==> src/sv/shdlc_response_deframer_defines.svh <==
// assertion macros for the shdlc response deframer
// expects clk and rst to be visible in the module that uses them
`ifndef SHDLC_RESPONSE_DEFRAMER_DEFINES_SVH
`define SHDLC_RESPONSE_DEFRAMER_DEFINES_SVH

// same-cycle implication, checked outside reset
`define SHDLC_ASSERT_IMPL(label, ante, cons) \
  label: assert property (@(posedge clk) disable iff (rst) (ante) |-> (cons)) \
    else $error("shdlc deframer: same-cycle check failed");

// next-cycle implication, checked outside reset
`define SHDLC_ASSERT_NEXT(label, ante, cons) \
  label: assert property (@(posedge clk) disable iff (rst) (ante) |=> (cons)) \
    else $error("shdlc deframer: next-cycle check failed");

`endif

==> src/sv/shdlc_pkg.sv <==
// shared types and constants of the shdlc response deframer
// no dependencies; used by every module of the block
`default_nettype none

package shdlc_pkg;

  // frame limits
  localparam int MAX_FRAME = 64;
  localparam int COUNT_W   = 7;
  localparam int MIN_FRAME = 5;
  localparam int HDR_BYTES = 4;
  localparam int HDR_IDX_W = $clog2(HDR_BYTES);

  // header byte positions
  localparam int HDR_ADDRESS = 0;
  localparam int HDR_COMMAND = 1;
  localparam int HDR_STATE   = 2;
  localparam int HDR_LENGTH  = 3;

  // queue between front and back
  localparam int Q_DEPTH = 2;
  localparam int Q_PTR_W = $clog2(Q_DEPTH);
  localparam int Q_CNT_W = $clog2(Q_DEPTH + 1);

  // line codes
  localparam logic [7:0] DELIM    = 8'h7E;
  localparam logic [7:0] ESC      = 8'h7D;
  localparam logic [7:0] ESC_XOR  = 8'h20;
  localparam logic [7:0] STATE_OK = 8'h00;

  // configuration register indexes
  localparam logic CFG_IDX_ADDRESS = 1'b0;
  localparam logic CFG_IDX_COMMAND = 1'b1;

  typedef enum logic [2:0] {
    ERR_OK        = 3'd0,
    ERR_SHORT     = 3'd1,
    ERR_CHECKSUM  = 3'd2,
    ERR_HEADER    = 3'd3,
    ERR_DEV_STATE = 3'd4,
    ERR_LENGTH    = 3'd5,
    ERR_OVERSIZE  = 3'd6
  } err_t;

  typedef enum logic {
    ST_HUNT  = 1'b0,
    ST_FRAME = 1'b1
  } rx_state_t;

  // classified received byte
  typedef struct packed {
    logic       is_delim;
    logic       is_esc;
    logic [7:0] data;
  } rx_item_t;

  // queue head as seen by the back end
  typedef struct packed {
    logic     valid;
    rx_item_t item;
  } q_head_t;

  typedef struct packed {
    logic       is_status;
    logic [7:0] payload_byte;
    err_t       error_code;
    logic [7:0] device_state;
    logic [7:0] payload_length;
  } result_t;

endpackage

`default_nettype wire

==> src/sv/shdlc_front.sv <==
// front end: takes raw bytes and tags delimiter and escape codes
// depends on shdlc_pkg
`default_nettype none

module shdlc_front (
  input  wire logic                clk,
  input  wire logic                rst,
  input  wire logic                in_valid,
  output logic                     in_ready,
  input  wire logic [7:0]          rx_byte,
  output logic                     f_valid,
  output shdlc_pkg::rx_item_t      f_item,
  input  wire logic                q_ready
);

  logic accept;
  logic push;

  assign push     = f_valid && q_ready;
  assign in_ready = !f_valid || q_ready;
  assign accept   = in_valid && in_ready;

  // valid flag of the front stage
  always_ff @(posedge clk) begin
    if (rst) begin
      f_valid <= 1'b0;
    end else if (accept) begin
      f_valid <= 1'b1;
    end else if (push) begin
      f_valid <= 1'b0;
    end
  end

  // classify the request
  always_ff @(posedge clk) begin
    if (accept) begin
      f_item.is_delim <= (rx_byte == shdlc_pkg::DELIM);
      f_item.is_esc   <= (rx_byte == shdlc_pkg::ESC);
      f_item.data     <= rx_byte;
    end
  end

endmodule

`default_nettype wire

==> src/sv/shdlc_queue.sv <==
// short queue between the front end and the back end
// depends on shdlc_pkg
`default_nettype none

module shdlc_queue (
  input  wire logic                clk,
  input  wire logic                rst,
  input  wire logic                push,
  input  wire shdlc_pkg::rx_item_t push_item,
  output logic                     q_ready,
  input  wire logic                pop,
  output shdlc_pkg::q_head_t       head
);

  shdlc_pkg::rx_item_t                entries [shdlc_pkg::Q_DEPTH];
  logic [shdlc_pkg::Q_PTR_W-1:0]      wr_ptr;
  logic [shdlc_pkg::Q_PTR_W-1:0]      rd_ptr;
  logic [shdlc_pkg::Q_CNT_W-1:0]      fill;
  logic                               do_push;
  logic                               do_pop;

  assign q_ready    = (fill != shdlc_pkg::Q_CNT_W'(shdlc_pkg::Q_DEPTH));
  assign do_push    = push && q_ready;
  assign do_pop     = pop && (fill != '0);
  assign head.valid = (fill != '0);
  assign head.item  = entries[rd_ptr];

  // pointers and fill level
  always_ff @(posedge clk) begin
    if (rst) begin
      wr_ptr <= '0;
      rd_ptr <= '0;
      fill   <= '0;
    end else begin
      if (do_push) begin
        wr_ptr <= (wr_ptr == shdlc_pkg::Q_PTR_W'(shdlc_pkg::Q_DEPTH - 1)) ? '0 : wr_ptr + 1'b1;
      end
      if (do_pop) begin
        rd_ptr <= (rd_ptr == shdlc_pkg::Q_PTR_W'(shdlc_pkg::Q_DEPTH - 1)) ? '0 : rd_ptr + 1'b1;
      end
      unique case ({do_push, do_pop})
        2'b10:   fill <= fill + 1'b1;
        2'b01:   fill <= fill - 1'b1;
        default: fill <= fill;
      endcase
    end
  end

  // entry storage
  always_ff @(posedge clk) begin
    if (do_push) begin
      entries[wr_ptr] <= push_item;
    end
  end

endmodule

`default_nettype wire

==> src/sv/shdlc_back.sv <==
// back end: frame tracking, destuffing, checks and the output register
// depends on shdlc_pkg and shdlc_response_deframer_defines.svh
`default_nettype none
`include "shdlc_response_deframer_defines.svh"

module shdlc_back (
  input  wire logic                clk,
  input  wire logic                rst,
  input  wire logic                cfg_valid,
  input  wire logic                cfg_index,
  input  wire logic [7:0]          cfg_data,
  input  wire shdlc_pkg::q_head_t  head,
  output logic                     pop,
  output logic                     out_valid,
  input  wire logic                out_ready,
  output shdlc_pkg::result_t       res
);

  localparam int CW = shdlc_pkg::COUNT_W;

  logic [7:0]                 device_address;
  logic [7:0]                 expected_command;

  shdlc_pkg::rx_state_t       state, state_next;
  logic                       esc_pend, esc_pend_next;
  logic [CW-1:0]              cnt, cnt_next;
  logic [7:0]                 sum, sum_next;
  logic [7:0]                 prev, prev_next;
  logic [7:0]                 hdr [shdlc_pkg::HDR_BYTES];
  logic [7:0]                 hdr_next [shdlc_pkg::HDR_BYTES];

  logic                       take;
  logic                       emit;
  shdlc_pkg::result_t         res_new;
  shdlc_pkg::err_t            frame_err;
  logic [7:0]                 v;
  logic [7:0]                 body_sum;
  logic                       close_frame;
  logic                       esc_marker;
  logic                       oversize;

  assign take        = head.valid && (!out_valid || out_ready);
  assign pop         = take;
  assign close_frame = (state == shdlc_pkg::ST_FRAME) && (cnt != '0);
  assign esc_marker  = !esc_pend && head.item.is_esc;
  assign oversize    = (cnt >= CW'(shdlc_pkg::MAX_FRAME));
  assign v           = esc_pend ? (head.item.data ^ shdlc_pkg::ESC_XOR) : head.item.data;
  assign body_sum    = sum - prev;

  // configuration registers
  always_ff @(posedge clk) begin
    if (rst) begin
      device_address   <= 8'h00;
      expected_command <= 8'h00;
    end else if (cfg_valid) begin
      unique case (cfg_index)
        shdlc_pkg::CFG_IDX_ADDRESS: device_address   <= cfg_data;
        shdlc_pkg::CFG_IDX_COMMAND: expected_command <= cfg_data;
        default:                    device_address   <= device_address;
      endcase
    end
  end

  // end-of-frame checks, first failing one wins
  always_comb begin
    priority if (cnt < CW'(shdlc_pkg::MIN_FRAME)) begin
      frame_err = shdlc_pkg::ERR_SHORT;
    end else if (~body_sum != prev) begin
      frame_err = shdlc_pkg::ERR_CHECKSUM;
    end else if (hdr[shdlc_pkg::HDR_ADDRESS] != device_address ||
                 hdr[shdlc_pkg::HDR_COMMAND] != expected_command) begin
      frame_err = shdlc_pkg::ERR_HEADER;
    end else if (hdr[shdlc_pkg::HDR_STATE] != shdlc_pkg::STATE_OK) begin
      frame_err = shdlc_pkg::ERR_DEV_STATE;
    end else if (9'(cnt) != 9'(hdr[shdlc_pkg::HDR_LENGTH]) + 9'(shdlc_pkg::MIN_FRAME)) begin
      frame_err = shdlc_pkg::ERR_LENGTH;
    end else begin
      frame_err = shdlc_pkg::ERR_OK;
    end
  end

  // hunting / in-frame next state
  always_comb begin
    state_next = state;
    if (take) begin
      priority if (head.item.is_delim) begin
        state_next = close_frame ? shdlc_pkg::ST_HUNT : shdlc_pkg::ST_FRAME;
      end else if (state == shdlc_pkg::ST_FRAME && !esc_marker && oversize) begin
        state_next = shdlc_pkg::ST_HUNT;
      end else begin
        state_next = state;
      end
    end
  end

  // frame datapath and result selection
  always_comb begin
    esc_pend_next = esc_pend;
    cnt_next      = cnt;
    sum_next      = sum;
    prev_next     = prev;
    for (int i = 0; i < shdlc_pkg::HDR_BYTES; i++) begin
      hdr_next[i] = hdr[i];
    end
    emit    = 1'b0;
    res_new = '0;
    if (take) begin
      if (head.item.is_delim) begin
        esc_pend_next = 1'b0;
        if (close_frame) begin
          emit                   = 1'b1;
          res_new.is_status      = 1'b1;
          res_new.error_code     = frame_err;
          res_new.device_state   = hdr[shdlc_pkg::HDR_STATE];
          res_new.payload_length = hdr[shdlc_pkg::HDR_LENGTH];
        end else begin
          cnt_next  = '0;
          sum_next  = 8'h00;
          prev_next = 8'h00;
          for (int i = 0; i < shdlc_pkg::HDR_BYTES; i++) begin
            hdr_next[i] = 8'h00;
          end
        end
      end else if (state == shdlc_pkg::ST_FRAME) begin
        if (esc_marker) begin
          esc_pend_next = 1'b1;
        end else begin
          esc_pend_next = 1'b0;
          if (oversize) begin
            emit                   = 1'b1;
            res_new.is_status      = 1'b1;
            res_new.error_code     = shdlc_pkg::ERR_OVERSIZE;
            res_new.device_state   = hdr[shdlc_pkg::HDR_STATE];
            res_new.payload_length = hdr[shdlc_pkg::HDR_LENGTH];
          end else begin
            if (cnt < CW'(shdlc_pkg::HDR_BYTES)) begin
              hdr_next[cnt[shdlc_pkg::HDR_IDX_W-1:0]] = v;
            end
            // payload goes out one byte late so the checksum byte never does
            if (cnt >= CW'(shdlc_pkg::MIN_FRAME)) begin
              emit                 = 1'b1;
              res_new.payload_byte = prev;
            end
            sum_next  = sum + v;
            prev_next = v;
            cnt_next  = cnt + 1'b1;
          end
        end
      end
    end
  end

  // frame state registers
  always_ff @(posedge clk) begin
    if (rst) begin
      state    <= shdlc_pkg::ST_HUNT;
      esc_pend <= 1'b0;
      cnt      <= '0;
      sum      <= 8'h00;
      prev     <= 8'h00;
      for (int i = 0; i < shdlc_pkg::HDR_BYTES; i++) begin
        hdr[i] <= 8'h00;
      end
    end else begin
      state    <= state_next;
      esc_pend <= esc_pend_next;
      cnt      <= cnt_next;
      sum      <= sum_next;
      prev     <= prev_next;
      for (int i = 0; i < shdlc_pkg::HDR_BYTES; i++) begin
        hdr[i] <= hdr_next[i];
      end
    end
  end

  // output register
  always_ff @(posedge clk) begin
    if (rst) begin
      out_valid <= 1'b0;
    end else if (take && emit) begin
      out_valid <= 1'b1;
    end else if (out_ready) begin
      out_valid <= 1'b0;
    end
  end

  always_ff @(posedge clk) begin
    if (take && emit) begin
      res <= res_new;
    end
  end

  // checks
  `SHDLC_ASSERT_IMPL(a_esc_only_in_frame, esc_pend, state == shdlc_pkg::ST_FRAME)
  `SHDLC_ASSERT_IMPL(a_count_bound, 1'b1, cnt <= CW'(shdlc_pkg::MAX_FRAME))
  `SHDLC_ASSERT_IMPL(a_payload_clean, out_valid && !res.is_status,
                     res.error_code == shdlc_pkg::ERR_OK && res.device_state == 8'h00 &&
                     res.payload_length == 8'h00)
  `SHDLC_ASSERT_NEXT(a_payload_after_header, take && emit && !res_new.is_status,
                     cnt > CW'(shdlc_pkg::MIN_FRAME))

endmodule

`default_nettype wire

==> src/sv/shdlc_response_deframer.sv <==
// shdlc response deframer, top level
// channels: in (rx_byte) takes one raw serial byte per request; out gives at
// most one result per request (a payload byte or an end-of-frame status); cfg
// writes device_address (index 0) and expected_command (index 1), always ready.
// bytes are hunted for a 0x7E delimiter, 0x7D escapes are removed, and the
// four header bytes, running sum and previous byte are kept per frame.
// throughput: one byte per cycle sustained while out_ready stays high; the
// back end retires one queued byte per cycle whenever its output register
// is empty or being taken. a byte accepted passes the front register, then
// the two-entry queue, then its result (if any) goes to the output register.
// a payload byte leaves one byte late, so the checksum byte never appears.
// reset (rst, synchronous) clears both registers, puts the receiver into
// hunting and empties the front stage, queue and output register.
// when the receiver stalls, the output register holds its result, the back end
// stops, the queue fills and in_ready drops after at most three bytes. the user
// must write configuration only while no frame byte is in flight; the block has no check.
`default_nettype none

module shdlc_response_deframer (
  input  wire logic       clk,
  input  wire logic       rst,
  input  wire logic       in_valid,
  output logic            in_ready,
  input  wire logic [7:0] rx_byte,
  output logic            out_valid,
  input  wire logic       out_ready,
  output logic            is_status,
  output logic [7:0]      payload_byte,
  output logic [2:0]      error_code,
  output logic [7:0]      device_state,
  output logic [7:0]      payload_length,
  input  wire logic       cfg_valid,
  output logic            cfg_ready,
  input  wire logic       cfg_index,
  input  wire logic [7:0] cfg_data
);

  logic                   f_valid;
  shdlc_pkg::rx_item_t    f_item;
  logic                   q_ready;
  logic                   pop;
  shdlc_pkg::q_head_t     head;
  shdlc_pkg::result_t     res;

  assign cfg_ready = 1'b1;

  // byte intake and classification
  shdlc_front u_front (
    .clk      (clk),
    .rst      (rst),
    .in_valid (in_valid),
    .in_ready (in_ready),
    .rx_byte  (rx_byte),
    .f_valid  (f_valid),
    .f_item   (f_item),
    .q_ready  (q_ready)
  );

  // decoupling queue
  shdlc_queue u_queue (
    .clk       (clk),
    .rst       (rst),
    .push      (f_valid),
    .push_item (f_item),
    .q_ready   (q_ready),
    .pop       (pop),
    .head      (head)
  );

  // frame processing and results
  shdlc_back u_back (
    .clk       (clk),
    .rst       (rst),
    .cfg_valid (cfg_valid),
    .cfg_index (cfg_index),
    .cfg_data  (cfg_data),
    .head      (head),
    .pop       (pop),
    .out_valid (out_valid),
    .out_ready (out_ready),
    .res       (res)
  );

  // result fields
  assign is_status      = res.is_status;
  assign payload_byte   = res.payload_byte;
  assign error_code     = res.error_code;
  assign device_state   = res.device_state;
  assign payload_length = res.payload_length;

endmodule

`default_nettype wire

==> config.mk <==
export PLATFORM = sky130hd
export DESIGN_NAME = shdlc_response_deframer
export DESIGN_NICKNAME = d
export VERILOG_FILES = /design/src/sv/shdlc_pkg.sv /design/src/sv/shdlc_front.sv /design/src/sv/shdlc_queue.sv /design/src/sv/shdlc_back.sv /design/src/sv/shdlc_response_deframer.sv
export VERILOG_INCLUDE_DIRS = /design/src /design/src/sv
export SDC_FILE = /design/constraint.sdc
export NUM_CORES = 1
export LEC_CHECK = 0
export ABC_AREA = 0
export BUFFER_PORTS_ARGS = -buffer_cell sky130_fd_sc_hd__buf_2
export CAP_MARGIN = 20
export CORE_MARGIN = 8
export CORE_UTILIZATION = 40
export CTS_BUF_LIST = sky130_fd_sc_hd__clkbuf_16
export CTS_CLUSTER_SIZE = 14
export DETAILED_ROUTE_END_ITERATION = 8
export GPL_ROUTABILITY_DRIVEN = 0
export SLEW_MARGIN = 15
export SYNTH_ARGS = -nofsm -noshare
export SYNTH_HDL_FRONTEND = slang
export SYNTH_SLANG_ARGS = --single-unit
==> constraint.sdc <==
create_clock -name clk -period 7.6 [get_ports clk]
set_input_delay 2.28 -clock clk [delete_from_list [all_inputs] [get_ports clk]]
set_output_delay 2.28 -clock clk [all_outputs]
set_load 0.03 [all_outputs]
Word level (Yosys, flattened, before mapping) --
Memories as Yosys holds them, arrays and structs flattened. A register that Yosys moved wholly into a read port is not among the register bits. Index checks and enable logic that the tools add are counted.
Word-level totals: bits in registers 85, RAM bits 52, bits of input ports 22, logic and storage cells 160, memories kept 2
Memory list:
- u_back.hdr | words 4, bits a word 8, rd ports 4, clocked after memory_dff 0, wr ports 4, line shdlc_back.sv:29 | logic [7:0] hdr [shdlc_pkg::HDR_BYTES];
- u_queue.entries | words 2, bits a word 10, rd ports 1, clocked after memory_dff 1, wr ports 1, line shdlc_queue.sv:15 | shdlc_pkg::rx_item_t entries [shdlc_pkg::Q_DEPTH];
Cells by class: add/subtract/negate cells 8, magnitude comparators 6, equality and inequality tests 12, mux-type cells 70, bitwise logic cells 11, reductions and logical operators 31
Operators with widths (number):
- 32-bit two-way mux | 7
- 8-bit two-way mux | 16
- 19-bit two-way mux | 3
- 28-bit two-way mux | 2
- 7-bit two-way mux | 5
- 32-bit bitwise mux | 1
- 1-bit two-way mux | 28
- 8-bit != test | 3
- 8-bit demux with 2-bit select | 1
- 8-bit by 7-bit equality test with 1-bit output (second input constant) | 2
- 3-bit two-way mux | 5
- 7-bit by 3-bit less-than comparator with 1-bit output (second input constant) | 2
- 2-bit nonzero test | 6
- 1-bit logical AND | 10
- 8-bit by 3-bit adder with 9-bit output (second input constant) | 1
- 7-bit by 9-bit != test with 1-bit output | 1
- 8-bit adder | 1
- 2-bit != test (second input constant) | 4
- 8-bit NOT | 1
- 2-bit AND reduction | 4
- 8-bit nonzero test | 1
- 8-bit subtractor | 1
- 7-bit by 1-bit adder with 7-bit output (second input constant) | 1
- 7-bit by 3-bit greater-or-equal comparator with 1-bit output (second input constant) | 1
- other kinds (18) | 31

Depth between registers and ports, before layout --
depth after elaboration 13, gate-level depth with buffers 12

Hierarchy --
A second synthesis with hierarchy kept.
Second synthesis, totals: cells, all modules 647, area total of the unflattened synthesis 6581.3 sq um
Modules (own cells, without submodules):
- shdlc_back | instances 1, cells an instance 570, area an instance 5235.0 sq um, sequential area each 2322.2 sq um
- shdlc_queue | instances 1, cells an instance 55, area an instance 940.9 sq um, sequential area each 700.7 sq um
- shdlc_front | instances 1, cells an instance 20, area an instance 394.1 sq um, sequential area each 320.3 sq um
- shdlc_response_deframer | instances 1, cells an instance 2, area an instance 11.3 sq um, sequential area each 0.0 sq um

Worst setup path after synthesis --
No wires, ideal clock.
path type input to register, start point in out_ready, end point reg u_back.res[0] (netlist name), library setup time 383 ps, arrival time 3549 ps, required time 7217 ps, slack 3668 ps, cell stages on the path 5, cells stage by stage or2b_2 > o21ai_2 > nor2_1 > o21ai_0 > inv_1
Between the ends: word-level cells in the longest chain between the ends 4
Ends and longest elaborated chain:
- from (decl) | line shdlc_response_deframer.sv:26 | input wire logic out_ready,
- 1-bit logical OR (*) | line shdlc_back.sv:42 | assign take = head.valid && (!out_valid || out_ready);
- 1-bit logical AND (*) | line shdlc_back.sv:42
- 1-bit two-way mux | line shdlc_back.sv:107 | if (take) begin
- 1-bit logical AND (*) | line shdlc_back.sv:188 | if (take && emit) begin
Mark *: on every way between the ends. The rest lies on a longest branch, timed or not. A chain may end at the register's enable or synchronous reset.

Final worst setup path --
start point in out_ready, end point reg u_back.res[23] (netlist name)
Between the ends: word-level cells in the longest chain between the ends 4
Ends and longest elaborated chain (line):
- 1-bit logical OR (*) | shdlc_back.sv:42
- 1-bit logical AND (*) | shdlc_back.sv:42
- 1-bit two-way mux | shdlc_back.sv:107
- 1-bit logical AND (*) | shdlc_back.sv:188
Marks and branches as above.

==> impl_metrics.yaml <==
outcome:
  status: "finished clean"
final_layout:
  fin_nets: 676
  nFillCells: 1368
  syn_to_final_growth_pct: 16.42
  mostFrequentLayoutCells: "dfxtp_1, edfxtp_1, buf_2"
  final_common_cell: "dfxtp_1"
  layout-drive-gt1-share: 0.1488
  fin_util: 0.4774
yosys:
  synth_top_family_by_area: "simple AND/OR/NAND/NOR gates"
  ys.flop_type: "dfxtp_1"
  yosysWarnings: 0
  ys_seq_elements: 138
  synthMuxAreaShare: 0.03299
  syn_nets: 628
  avgSynthCellArea_um2: 10.71
  async_reset_ff_frac: 0
  synth.cell_area_um2: 6257
  yosysUniqueCellTypes: 64
  ys_seq_area_frac: 0.5343
  synth_xor_area_frac: 0.06859
  synth-adder-area-share: 0.04639
  synth_compound_area_frac: 0.1346
  synth-edff-count: 58
  synth-simple-area-share: 0.1448
  syn_inst: 584
global_routing:
  antenna_found_initial: 0
  grt_pass1_wl_um: 22130
  grt_max_degree: 53
  grt_pass1_vias: 4408
  overflow: 0
  gr-usage-all-layers: 0.1406
clock_tree:
  hold_buffers: 0
  cts_root_buffer: "clkbuf_16"
  ctsLongestPathBuffers: 2
  post_cts_buffers: 0
  path_clk_slew_ns: 0.06
  cts.sinks: 138
  cts_tree: "done"
  post_cts_resized: 0
  insertion_delay_ns: 0.42
  h-tree-depth: 4
  cts_buffers: 17
routing:
  wire_per_inst_um: 15.84
  dr_total_vias: 4472
  remaining_drc_errors: 0
  ant_nets: 0
  initialDrtViolationCount: 267
  viasPerCell: 5.218
  drt_first_pass_iters: 7
  totalWireLength_um: 13580
hold_path:
  min_path_type: "reg2reg"
timing:
  rsz0062_at_grt: "no"
  finalSetupTns_ns: 0
  tightest_slew_ns: 1.064
  hold_ws_ns: 0.4461
  slew_headroom: 0.2901
  final-setup-viol-count: 0
  slew_viol_final: 0
  finalCritPeriodShare: 0.5937
  fmax_mhz: 221.6
  layout_setup_ws_ns: 3.088
  finalCriticalPeriod_ns: 4.512
  skew_ns: 0.01111
  hold_viol: 0
critical_path:
  crit_path_max_fanout: 28
  cp.arrival_ns: 4.54
  critPathKind: "in2reg"
  cp_slowest_cell: "inv_1"
  crit_chain: "buf_2, or2b_2, o21ai_2, nor2_1, o21ai_0, inv_1"
  cp-end-kind: "register"
  critPathBufInv: 2
  cp_top_family: "buffers and inverters"
  cp-start-kind: "input pin"
  cp_slowest_stage_delay_ns: 0.84
  required_ns: 7.63
flow_run:
  drv_cap: 0
floorplan:
  io_pins: 53
  die-height_um: 141.1
  core-area_um2: 15260
  die_width_um: 141.1
  start_util: 0.4101
  rows: 45
  die_area_um2: 19900
power:
  fin_total_pwr_mw: 2.192
  ir_drop_v: 0.0001505
  power_density_nw_per_um2: 301.0
  power_leakage_nw: 2.948
placement:
  hpwl_um: 9875
  pre_cts_ws_ns: 2.682
  io_buffers: 51
## final timing paths
| path | start | endpoint | slack [ns] | cells past startpoint |
|---|---|---|---|---|
| worst max-delay path | out_ready | u_back.res[23] | 3.09 | 6 |
| worst max register to register | register | u_back.res[23] | 3.92 | 7 |
| worst min-delay path | u_front.f_item[0] | u_queue.entries[0][0] | 0.45 | 0 |
| worst min register to register | u_front.f_item[0] | u_queue.entries[0][0] | 0.45 | 0 |
## Yosys cell counts, drive strengths merged, types with 3 or more instances
| library cell | n | area share |
|---|---|---|
| nand2b | 3 | 0.0030 |
| a21o | 6 | 0.0074 |
| dfxtp | 80 | 0.26 |
| nor2 | 45 | 0.027 |
| nor2b | 6 | 0.0060 |
| and3 | 18 | 0.018 |
| o21ai | 14 | 0.012 |
| nand4 | 5 | 0.0050 |
| clkbuf | 12 | 0.0088 |
| a22oi | 5 | 0.0060 |
| nand3 | 17 | 0.014 |
| a22o | 28 | 0.039 |
| and2 | 12 | 0.012 |
| or3 | 3 | 0.0038 |
| edfxtp | 58 | 0.28 |
| buf | 12 | 0.010 |
| xor2 | 29 | 0.041 |
| nor4 | 9 | 0.010 |
| o31ai | 3 | 0.0036 |
| mux2i | 18 | 0.029 |
| nor3 | 12 | 0.0096 |
| ha | 20 | 0.040 |
| nand2 | 37 | 0.022 |
| xnor2 | 20 | 0.028 |
| inv | 31 | 0.019 |
| a31oi | 3 | 0.0030 |
| a21oi | 44 | 0.037 |
## kinds of logic after synthesis
| logic type | Yosys count |
|---|---|
| AOI/OAI and AO/OA | 122 |
| other | 1 |
| buffers and inverters | 55 |
| adders and majority gates | 22 |
| DFF | 138 |
| muxes | 20 |
| and+or+nand+nor | 177 |
| xor gates and xnor gates | 49 |
## per-stage QoR
stage,instance area (um2),instances
finish,7284,857
floorplan,6257,584
detailed placement,6671,824
global route,7282,856
global placement,6671,824
CTS,7282,856
## layer usage
layer | track usage | vias up | wire, um
met5 | 0 | - | 0
met4 | 0.05486 | 0 | 348
met3 | 0.04659 | 27 | 790
met2 | 0.2313 | 112 | 6392
met1 | 0.1669 | 2133 | 6044
li1 | - | 2200 | -
## layout make-up
class | count | area, um2 | share of cell area
clock inverter | 13 | 135.1 | 0.01855
tap | 211 | 264.0 | 0.03624
multi-input combinational | 391 | 2678 | 0.3676
timing repair buffer | 53 | 270.3 | 0.03710
antenna | 1 | 2.502 | 0.0003435
sequential | 138 | 3343 | 0.4589
clock buffer | 19 | 475.5 | 0.06527
inverter | 31 | 116.4 | 0.01597
## registers in the layout (all words and copies together), names as in the netlist, named ones only
| register | count |
|---|---|
| u_back.res | 28 |
| u_back.expected_command | 8 |
| u_back.prev | 8 |
| u_queue.rd_ptr | 1 |
| u_queue.wr_ptr | 1 |
| u_queue.entries | 20 |
| u_back.esc_pend | 1 |
| u_back.sum | 8 |
| u_back.device_address | 8 |
| u_back.state | 1 |
| u_front.f_item | 10 |
| u_back.out_valid | 1 |
| u_back.cnt | 7 |
| u_back.hdr | 32 |
| u_queue.fill | 2 |
| u_front.f_valid | 1 |
## where the power goes
group | total (mW) | internal [mW] | switching, mW
registers | 0.888 | 0.843 | 0.0450
clock network | 0.837 | 0.523 | 0.314
logic | 0.467 | 0.159 | 0.308
total | 2.19 | 1.53 | 0.667
Note: power is estimated with default switching activity, not from simulation.
